File: config.mk
export PLATFORM = sky130hd
export DESIGN_NAME = adjacency_bitmap_rank_engine_top
export DESIGN_NICKNAME = d
export VERILOG_FILES = /design/src/hw/rtl/abre_pkg.sv /design/src/hw/rtl/abre_ram.sv /design/src/hw/rtl/adjacency_bitmap_rank_engine_top.sv
export VERILOG_INCLUDE_DIRS = /design/src /design/src/hw/rtl
export SDC_FILE = /design/constraint.sdc
export NUM_CORES = 2
export LEC_CHECK = 0
export ABC_AREA = 1
export BUFFER_PORTS_ARGS = -buffer_cell sky130_fd_sc_hd__buf_2
export CAP_MARGIN = 30
export CORE_ASPECT_RATIO = 0.75
export CORE_UTILIZATION = 40
export DETAILED_ROUTE_END_ITERATION = 8
export MAX_ROUTING_LAYER = met4
export SYNTH_ARGS = -nofsm -noshare
export SYNTH_HDL_FRONTEND = slang
export SYNTH_MEMORY_MAX_BITS = 65536
export SYNTH_SLANG_ARGS = --single-unit
File: constraint.sdc
create_clock -name aclk -period 7.5 [get_ports aclk]
set_input_delay 1.5 -clock aclk [delete_from_list [all_inputs] [get_ports aclk]]
set_output_delay 1.5 -clock aclk [all_outputs]
set_load 0.05 [all_outputs]
File: src/hw/rtl/adjacency_bitmap_rank_engine_top_defines.svh
// Assertion macros shared by the adjacency bitmap rank engine RTL.
`ifndef ADJACENCY_BITMAP_RANK_ENGINE_TOP_DEFINES_SVH
`define ADJACENCY_BITMAP_RANK_ENGINE_TOP_DEFINES_SVH

// Check that cons holds in the same cycle as ante, outside reset.
`define ABRE_ASSERT_SAME(label, ante, cons) \
    label: assert property (@(posedge aclk) disable iff (!aresetn) (ante) |-> (cons)) \
        else $error("abre: same-cycle check failed");

// Check that cons holds in the cycle after ante, outside reset.
`define ABRE_ASSERT_NEXT(label, ante, cons) \
    label: assert property (@(posedge aclk) disable iff (!aresetn) (ante) |=> (cons)) \
        else $error("abre: next-cycle check failed");

`endif

File: src/hw/rtl/abre_pkg.sv
// Shared types, codes and helpers of the adjacency bitmap rank engine.
`default_nettype none
package abre_pkg;

    localparam int ROW_W       = 64;  // neighbor bits per row
    localparam int VID_W       = 6;   // vertex id width
    localparam int CNT_W       = 7;   // vertex count width
    localparam int BYTE_GROUPS = 8;   // byte groups of a row for the rank count
    localparam int TDATA_W     = 16;

    typedef enum logic [2:0] {
        CMD_SET   = 3'd0,
        CMD_CLEAR = 3'd1,
        CMD_TEST  = 3'd2,
        CMD_RANK  = 3'd3,
        CMD_LIST  = 3'd4
    } cmd_t;

    typedef enum logic [1:0] {
        STAT_OK    = 2'd0,
        STAT_NONE  = 2'd1,
        STAT_RANGE = 2'd2
    } status_t;

    localparam logic [2:0] REG_VERTEX_COUNT = 3'd0;

    function automatic logic [3:0] popcount8(input logic [7:0] v);
        logic [3:0] c;
        c = '0;
        for (int i = 0; i < 8; i++) begin
            c = c + 4'(v[i]);
        end
        return c;
    endfunction

endpackage
`default_nettype wire

File: src/hw/rtl/abre_ram.sv
// Generic single-port-write, registered-read RAM.
`default_nettype none
module abre_ram #(
    parameter int WIDTH = 64,
    parameter int DEPTH = 64
) (
    input  wire logic                     aclk,
    input  wire logic                     we,
    input  wire logic [$clog2(DEPTH)-1:0] waddr,
    input  wire logic [WIDTH-1:0]         wdata,
    input  wire logic [$clog2(DEPTH)-1:0] raddr,
    output logic      [WIDTH-1:0]         rdata
);

    logic [WIDTH-1:0] mem [DEPTH];

    always_ff @(posedge aclk) begin
        if (we) begin
            mem[waddr] <= wdata;
        end
        rdata <= mem[raddr];
    end

endmodule
`default_nettype wire

File: src/hw/rtl/adjacency_bitmap_rank_engine_top.sv
// Top level of the adjacency bitmap rank engine.
//
// Keeps a directed graph as one 64-bit neighbor row per vertex in a single
// synchronous RAM; a row valid bit per vertex, cleared at reset, makes every
// row read as empty until first written, so no clearing pass is needed and
// the block takes commands right after reset. Commands are handled one at a
// time. Set, clear and test accept the command, then use the registered row
// read; set and clear write back the modified row. Rank goes on from the row
// read to per-byte bit counts, then their sum. An out-of-range command skips
// the row read. List emits one neighbor per cycle while the output register
// is free or being taken, so a stalled sink holds the scan.
// A finished result sits in the output register, so the block returns to
// accepting while it waits to be taken. Codes 5 to 7 are dropped silently.
`default_nettype none
`include "adjacency_bitmap_rank_engine_top_defines.svh"
module adjacency_bitmap_rank_engine_top
    import abre_pkg::*;
#(
    parameter int MAX_VERTICES = 64
) (
    input  wire logic               aclk,
    input  wire logic               aresetn,
    // Command stream
    input  wire logic               s_tvalid,
    output logic                    s_tready,
    // [2:0] command, [8:3] src_vertex, [14:9] dst_vertex, [15] zero
    input  wire logic [TDATA_W-1:0] s_tdata,
    // Result stream
    output logic                    m_tvalid,
    input  wire logic               m_tready,
    // [1:0] status, [2] edge_present, [8:3] rank, [14:9] neighbor_id, [15] zero
    output logic [TDATA_W-1:0]      m_tdata,
    output logic                    m_tlast,
    // Configuration port
    input  wire logic               psel,
    input  wire logic               penable,
    input  wire logic               pwrite,
    input  wire logic [2:0]         paddr,
    input  wire logic [31:0]        pwdata,
    output logic [31:0]             prdata,
    output logic                    pready
);

    localparam int ADDR_W = $clog2(MAX_VERTICES);
    localparam logic [CNT_W-1:0] MAXV_C = CNT_W'(MAX_VERTICES);

    typedef enum logic [2:0] {
        ST_IDLE,
        ST_READ,
        ST_COUNT,
        ST_LIST,
        ST_OUT
    } state_t;

    state_t state_reg;

    // Configuration
    logic [CNT_W-1:0] vertex_count_reg;
    logic [CNT_W-1:0] n_eff;
    logic             cfg_wr;

    // Latched command
    logic [2:0]       cmd_reg;
    logic [VID_W-1:0] src_reg;
    logic [VID_W-1:0] dst_reg;

    // Row storage
    logic [MAX_VERTICES-1:0] row_valid_reg;
    logic                    mem_we;
    logic [ROW_W-1:0]        mem_wdata;
    logic [ROW_W-1:0]        mem_rdata;
    logic [ADDR_W-1:0]       src_idx;

    // Work registers
    logic [3:0]       cnt_reg [BYTE_GROUPS];
    logic [ROW_W-1:0] live_reg;
    logic [VID_W-1:0] k_reg;

    // Pending result
    logic [1:0]       res_status_reg;
    logic             res_ep_reg;
    logic [VID_W-1:0] res_rank_reg;

    // Output register
    logic             m_tvalid_reg;
    logic [1:0]       m_status_reg;
    logic             m_ep_reg;
    logic [VID_W-1:0] m_rank_reg;
    logic [VID_W-1:0] m_vid_reg;
    logic             m_tlast_reg;

    // Input decode
    logic             s_accept;
    logic [2:0]       s_cmd;
    logic [VID_W-1:0] s_src;
    logic [VID_W-1:0] s_dst;
    logic             s_known;
    logic             s_oor;

    // Row-read stage logic
    logic [ROW_W-1:0] row_rd;
    logic [ROW_W-1:0] bit_mask;
    logic [ROW_W-1:0] below;
    logic [ROW_W-1:0] live_rd;
    logic             present;
    logic [1:0]       rd_status;
    logic             rd_ep;
    logic             go_count;
    logic             go_list;

    // Count and list logic
    logic [CNT_W-1:0] rank_sum;
    logic [VID_W-1:0] first_idx;
    logic [ROW_W-1:0] live_next;
    logic             out_free;
    logic             m_load;

    assign pready   = 1'b1;
    assign cfg_wr   = psel && penable && pwrite && (paddr[2] == REG_VERTEX_COUNT[0]);
    assign prdata   = (paddr[2] == REG_VERTEX_COUNT[0]) ? {25'd0, vertex_count_reg} : '0;
    // Clamp the count to the row storage depth
    assign n_eff    = (vertex_count_reg > MAXV_C) ? MAXV_C : vertex_count_reg;

    assign s_tready = (state_reg == ST_IDLE);
    assign s_accept = s_tvalid && s_tready;
    assign s_cmd    = s_tdata[2:0];
    assign s_src    = s_tdata[8:3];
    assign s_dst    = s_tdata[14:9];
    assign s_known  = (s_cmd <= CMD_LIST);
    assign s_oor    = ({1'b0, s_src} >= n_eff) ||
                      ((s_cmd != CMD_LIST) && ({1'b0, s_dst} >= n_eff));

    assign out_free = !m_tvalid_reg || m_tready;
    assign src_idx  = src_reg[ADDR_W-1:0];

    // Row read: a never-written row reads as empty
    always_comb begin
        row_rd   = row_valid_reg[src_idx] ? mem_rdata : '0;
        bit_mask = ROW_W'(1) << dst_reg;
        below    = row_rd & (bit_mask - ROW_W'(1));
        present  = row_rd[dst_reg];
        for (int i = 0; i < ROW_W; i++) begin
            live_rd[i] = row_rd[i] && (CNT_W'(i) < n_eff);
        end
        rd_status = STAT_OK;
        rd_ep     = 1'b0;
        go_count  = 1'b0;
        go_list   = 1'b0;
        case (cmd_reg)
            CMD_SET: begin
                rd_ep = 1'b1;
            end
            CMD_CLEAR: begin
                rd_ep = 1'b0;
            end
            CMD_RANK: begin
                go_count  = present;
                rd_status = present ? STAT_OK : STAT_NONE;
                rd_ep     = present;
            end
            CMD_LIST: begin
                go_list   = (live_rd != '0);
                rd_status = STAT_NONE;
            end
            default: begin
                rd_status = present ? STAT_OK : STAT_NONE;
                rd_ep     = present;
            end
        endcase
    end

    assign mem_we    = (state_reg == ST_READ) &&
                       ((cmd_reg == CMD_SET) || (cmd_reg == CMD_CLEAR));
    assign mem_wdata = (cmd_reg == CMD_SET) ? (row_rd | bit_mask) : (row_rd & ~bit_mask);

    // A new result enters the output register this cycle
    assign m_load = out_free &&
                    (((state_reg == ST_READ) && !go_count && !go_list) ||
                     (state_reg == ST_LIST) || (state_reg == ST_OUT));

    always_comb begin
        rank_sum = '0;
        for (int g = 0; g < BYTE_GROUPS; g++) begin
            rank_sum = rank_sum + CNT_W'(cnt_reg[g]);
        end
    end

    // Lowest remaining neighbor of the list scan
    always_comb begin
        first_idx = '0;
        for (int i = ROW_W - 1; i >= 0; i--) begin
            if (live_reg[i]) begin
                first_idx = VID_W'(i);
            end
        end
        live_next = live_reg & (live_reg - ROW_W'(1));
    end

    abre_ram #(
        .WIDTH(ROW_W),
        .DEPTH(MAX_VERTICES)
    ) u_rows (
        .aclk (aclk),
        .we   (mem_we),
        .waddr(src_idx),
        .wdata(mem_wdata),
        .raddr(s_src[ADDR_W-1:0]),
        .rdata(mem_rdata)
    );

    always_ff @(posedge aclk) begin
        if (!aresetn) begin
            state_reg        <= ST_IDLE;
            m_tvalid_reg     <= 1'b0;
            row_valid_reg    <= '0;
            vertex_count_reg <= '0;
        end else begin
            if (cfg_wr) begin
                vertex_count_reg <= pwdata[CNT_W-1:0];
            end
            // Retire the result once the sink takes it, unless a new one loads
            if (m_tvalid_reg && m_tready && !m_load) begin
                m_tvalid_reg <= 1'b0;
            end
            if (mem_we) begin
                row_valid_reg[src_idx] <= 1'b1;
            end

            unique case (state_reg)
                ST_IDLE: begin
                    if (s_accept && s_known) begin
                        cmd_reg <= s_cmd;
                        src_reg <= s_src;
                        dst_reg <= s_dst;
                        if (s_oor) begin
                            res_status_reg <= STAT_RANGE;
                            res_ep_reg     <= 1'b0;
                            res_rank_reg   <= '0;
                            state_reg      <= ST_OUT;
                        end else begin
                            state_reg <= ST_READ;
                        end
                    end
                end
                ST_READ: begin
                    for (int g = 0; g < BYTE_GROUPS; g++) begin
                        cnt_reg[g] <= popcount8(below[g*8 +: 8]);
                    end
                    live_reg <= live_rd;
                    k_reg    <= '0;
                    if (go_count) begin
                        state_reg <= ST_COUNT;
                    end else if (go_list) begin
                        state_reg <= ST_LIST;
                    end else if (out_free) begin
                        m_tvalid_reg <= 1'b1;
                        m_status_reg <= rd_status;
                        m_ep_reg     <= rd_ep;
                        m_rank_reg   <= '0;
                        m_vid_reg    <= '0;
                        m_tlast_reg  <= 1'b1;
                        state_reg    <= ST_IDLE;
                    end else begin
                        res_status_reg <= rd_status;
                        res_ep_reg     <= rd_ep;
                        res_rank_reg   <= '0;
                        state_reg      <= ST_OUT;
                    end
                end
                ST_COUNT: begin
                    res_status_reg <= STAT_OK;
                    res_ep_reg     <= 1'b1;
                    res_rank_reg   <= rank_sum[VID_W-1:0];
                    state_reg      <= ST_OUT;
                end
                ST_LIST: begin
                    if (out_free) begin
                        m_tvalid_reg <= 1'b1;
                        m_status_reg <= STAT_OK;
                        m_ep_reg     <= 1'b1;
                        m_rank_reg   <= k_reg;
                        m_vid_reg    <= first_idx;
                        m_tlast_reg  <= (live_next == '0);
                        live_reg     <= live_next;
                        k_reg        <= k_reg + VID_W'(1);
                        if (live_next == '0) begin
                            state_reg <= ST_IDLE;
                        end
                    end
                end
                ST_OUT: begin
                    if (out_free) begin
                        m_tvalid_reg <= 1'b1;
                        m_status_reg <= res_status_reg;
                        m_ep_reg     <= res_ep_reg;
                        m_rank_reg   <= res_rank_reg;
                        m_vid_reg    <= '0;
                        m_tlast_reg  <= 1'b1;
                        state_reg    <= ST_IDLE;
                    end
                end
                default: begin
                    state_reg <= ST_IDLE;
                end
            endcase
        end
    end

    assign m_tvalid = m_tvalid_reg;
    assign m_tlast  = m_tlast_reg;
    assign m_tdata  = {1'b0, m_vid_reg, m_rank_reg, m_ep_reg, m_status_reg};

    // Row writes only come out of the row-read stage
    `ABRE_ASSERT_SAME(a_write_in_read, mem_we, state_reg == ST_READ)
    // The list scan never runs on an empty row
    `ABRE_ASSERT_SAME(a_list_nonempty, state_reg == ST_LIST, live_reg != '0)
    // Error and empty results are single, so they close the command
    `ABRE_ASSERT_SAME(a_err_is_last, m_tvalid_reg && (m_status_reg != STAT_OK), m_tlast_reg)
    // Unknown codes are dropped without leaving idle
    `ABRE_ASSERT_NEXT(a_drop_unknown, s_accept && !s_known, state_reg == ST_IDLE)

endmodule
`default_nettype wire
==> reports/qor.txt <==
DR iter-0 viols: 20300
Crit path arrival time: 7.69 ns
Synth area leader: edfxtp_1
max-cap violation count: 0
Cell Count, Final, Fillers Out: 20300
dpl cells: 19600
r2r startpoint: dst_reg[2]
Synth cell types: 59
clk_skew: 0.0970 ns
prevailing post-synth register cell: edfxtp_1
vias in the first global route: 109000
Post-layout nets: 14300
routed vias: 123000
Least-Margin Pin Slew: 1.16 ns
status: complete, no violations
clk buf depth: 4
H-tree levels: 5
worst path required time: 8.22 ns
Fin. Hold Viols: 0
Worst setup EP type: register
CTS clk-pin slew, worst paths: 0.08 ns
initial antenna violation count: 30
TritonRoute pass-1 iters: 8
final worst slack: 0.530 ns
HP Start: row_valid_reg[11]
most frequent cells in the layout: 4238 x edfxtp_1, 3189 x nor2_1, 2738 x o21ai_0, 1298 x o22ai_1, 470 x nand2_1
hold buffer count at CTS: 0
Synth warnings: 0
CTS tree: yes
Layout fillers: 39200
die width: 769 um
post-DP HPWL: 330 mm
Vert. Die Dim: 577 um
Leak: 60.5 nW
port bufs: 54
Crit Path Class: register to register
crit-path max FO: 10
Core Area: 0.438 mm^2
Pwr Density: 250 mW/mm^2
row count: 210
synthesized instance count: 14200
Routed WL: 608 mm
Die ar.: 0.444 mm^2
post-synth design cell area: 0.177 mm^2
Final Max Tran Viols: 0
fin crit period: 6.97 ns
number of flip-flops under the largest register name: 4096
CP delay by family, top: simple AND/OR/NAND/NOR gates
Fmax: 0.143 GHz
share of Yosys cell area claimed by the top area cell type: 72.0%
Hold Crit Class: register to register
CP max stage delay: 0.52 ns
grt ovf: 0
Layout area overhead: 12.8%
Setup TNS Final: 0 ns
Starting Density: 40.3%
Routed Antenna Nets: 0
RSZ-0062 raised after global routing: false
synthesized flop and latch total: 4377
Post-Place Setup Slack: 0.576 ns
IO Count: 110
via count normalized by instance count: 6.03
relative slew slack: 22.6%
Placer Congestion: 1.00
Post-synth EDFFs: 4238
# DRC: 0
pin count of the biggest net entering global routing: 196
Seq/Total Area, Yosys: 73.6%
endpoints failing setup: 0
Buf/Inv on CP: 6
share of post-route cells with drive strength above 1: 8.66%
FFs w/ async S/R, synth: 0%
mean post-synth cell area: 12.4 um^2
Top reg by flops: u_rows.mem
commonest non-fill, non-tap cell in the layout: edfxtp_1
first-pass GRT wire length: 848 mm
Clock Tree Root: clkbuf_16
Crit. Startpoint: dst_reg[2]
Skew-Pair Late Insertion Delay: 1.03 ns
per-cell routed wire length: 29.9 um
CP Launch Type: register
Max VDD drop: 0.213 mV
Crit-path slowest cell: edfxtp_1
number of buffers created by CTS: 410
Total Routing Usage GR: 27.2%
hold slack: 0.474 ns
fin crit share: 92.9%
Synth area leaders: edfxtp_1 72%, o21ai_0 7.9%, nor2_1 6.9%, o22ai_1 4.6%, clkbuf_1 1.9%
clock sink count: 4377
==> worst reg2reg max path: cells and delay by family (launching register included) <==
family | cells | cell delay (ns)
adders and majority gates | 6 | 2.16
DFF | 1 | 0.52
AOI/OAI and AO/OA | 2 | 0.27
buffers and inverters | 6 | 0.71
xor gates and xnor gates | 1 | 0.15
and+or+nand+nor | 19 | 2.92
==> timing repair <==
action,4_1_cts,5_1_grt
setup endpoints to repair,0,1
buffers inserted,0,0
gates resized for setup,0,1
==> cells by family (layout without fill, tap and decap cells) <==
logic type / count (synthesis) / count (layout) / share of synthesized area, %
AO/OA/AOI/OAI: 4340 / 4340 / 13.5
XOR/XNOR: 27 / 27 / 0.134
adder cells (fa/ha/maj): 99 / 99 / 0.935
buffers and inverters: 1372 / 1622 / 2.99
flip-flops: 4377 / 4377 / 73.6
multiplexers: 2 / 2 / 0.0113
other: 2 / 39 / 0.00425
AND/OR/NAND/NOR: 3982 / 3982 / 8.77
==> path summary, 6_finish.rpt <==
| path | to | slack (ns) | cells after the start |
|---|---|---|---|
| worst max-delay path | cnt_reg[1][14] | 0.53 | 34 |
| worst min-delay path | row_valid_reg[11] | 0.47 | 2 |
| worst max register to register | cnt_reg[1][14] | 0.53 | 34 |
| worst min register to register | row_valid_reg[11] | 0.47 | 2 |
==> power breakdown <==
group / leakage (nW) / total [mW] / switching [mW] / internal (mW)
registers: 35.9 / 26.6 / 0.128 / 26.5
clock network: 6.46 / 20.8 / 9.33 / 11.5
logic: 18.1 / 2.43 / 1.80 / 0.624
==> metal layers <==
metal / track usage [%] / part of all wire, %
met3: 5.60 / 12
met1: 40.5 / 42
met5: - / 0
met4: 7.37 / 3.0
met2: 37.8 / 42
==> per-stage QoR <==
step / area (um^2) / power, mW / utilization, %
floorplan: 177000 / 28.5 / -
finish: 199000 / 49.8 / 45.5
global placement: 186000 / 29.5 / 42.4
detailed placement: 186000 / 29.5 / 42.5
CTS: 199000 / 49.9 / 45.5
global route: 199000 / 51.1 / 45.5
==> synthesized netlist by cell type, types with 3 or more instances <==
| cell type | count |
|---|---|
| a211oi_1 | 11 |
| a21oi_1 | 68 |
| a221oi_1 | 9 |
| a22o_1 | 10 |
| a22oi_1 | 7 |
| a31oi_1 | 9 |
| buf_1 | 24 |
| buf_2 | 13 |
| buf_4 | 30 |
| clkbuf_1 | 915 |
| clkinv_1 | 6 |
| dfxtp_1 | 139 |
| edfxtp_1 | 4238 |
| fa_1 | 55 |
| ha_1 | 44 |
| inv_1 | 375 |
| inv_2 | 8 |
| nand2_1 | 471 |
| nand2_2 | 7 |
| nand3_1 | 77 |
| nand4_1 | 33 |
| nor2_1 | 3257 |
| nor2_2 | 3 |
| nor2_4 | 3 |
| nor3_1 | 79 |
| nor3_2 | 7 |
| nor3b_1 | 3 |
| nor4_1 | 22 |
| o2111ai_1 | 12 |
| o211ai_1 | 24 |
| o21a_1 | 9 |
| o21ai_0 | 2798 |
| o21ai_1 | 3 |
| o21bai_1 | 3 |
| o22ai_1 | 1298 |
| o31ai_1 | 7 |
| o32ai_1 | 62 |
| o41ai_1 | 3 |
| or2_2 | 6 |
| xnor2_1 | 11 |
| xor2_1 | 16 |
==> layout make-up <==
cell class              instances  area (um^2)  area share (%)
diodes                         11         27.5          0.0138
clock buffers                 518        11000            5.54
clock inverters               236         2130            1.07
inverters                     389         1500           0.753
multi-input cells            8478        42700            21.4
flip-flops and latches       4377       130000            65.2
well taps                    5830         7290            3.66
repair buffers                479         4620            2.32
(Power assumes the default switching activity.)
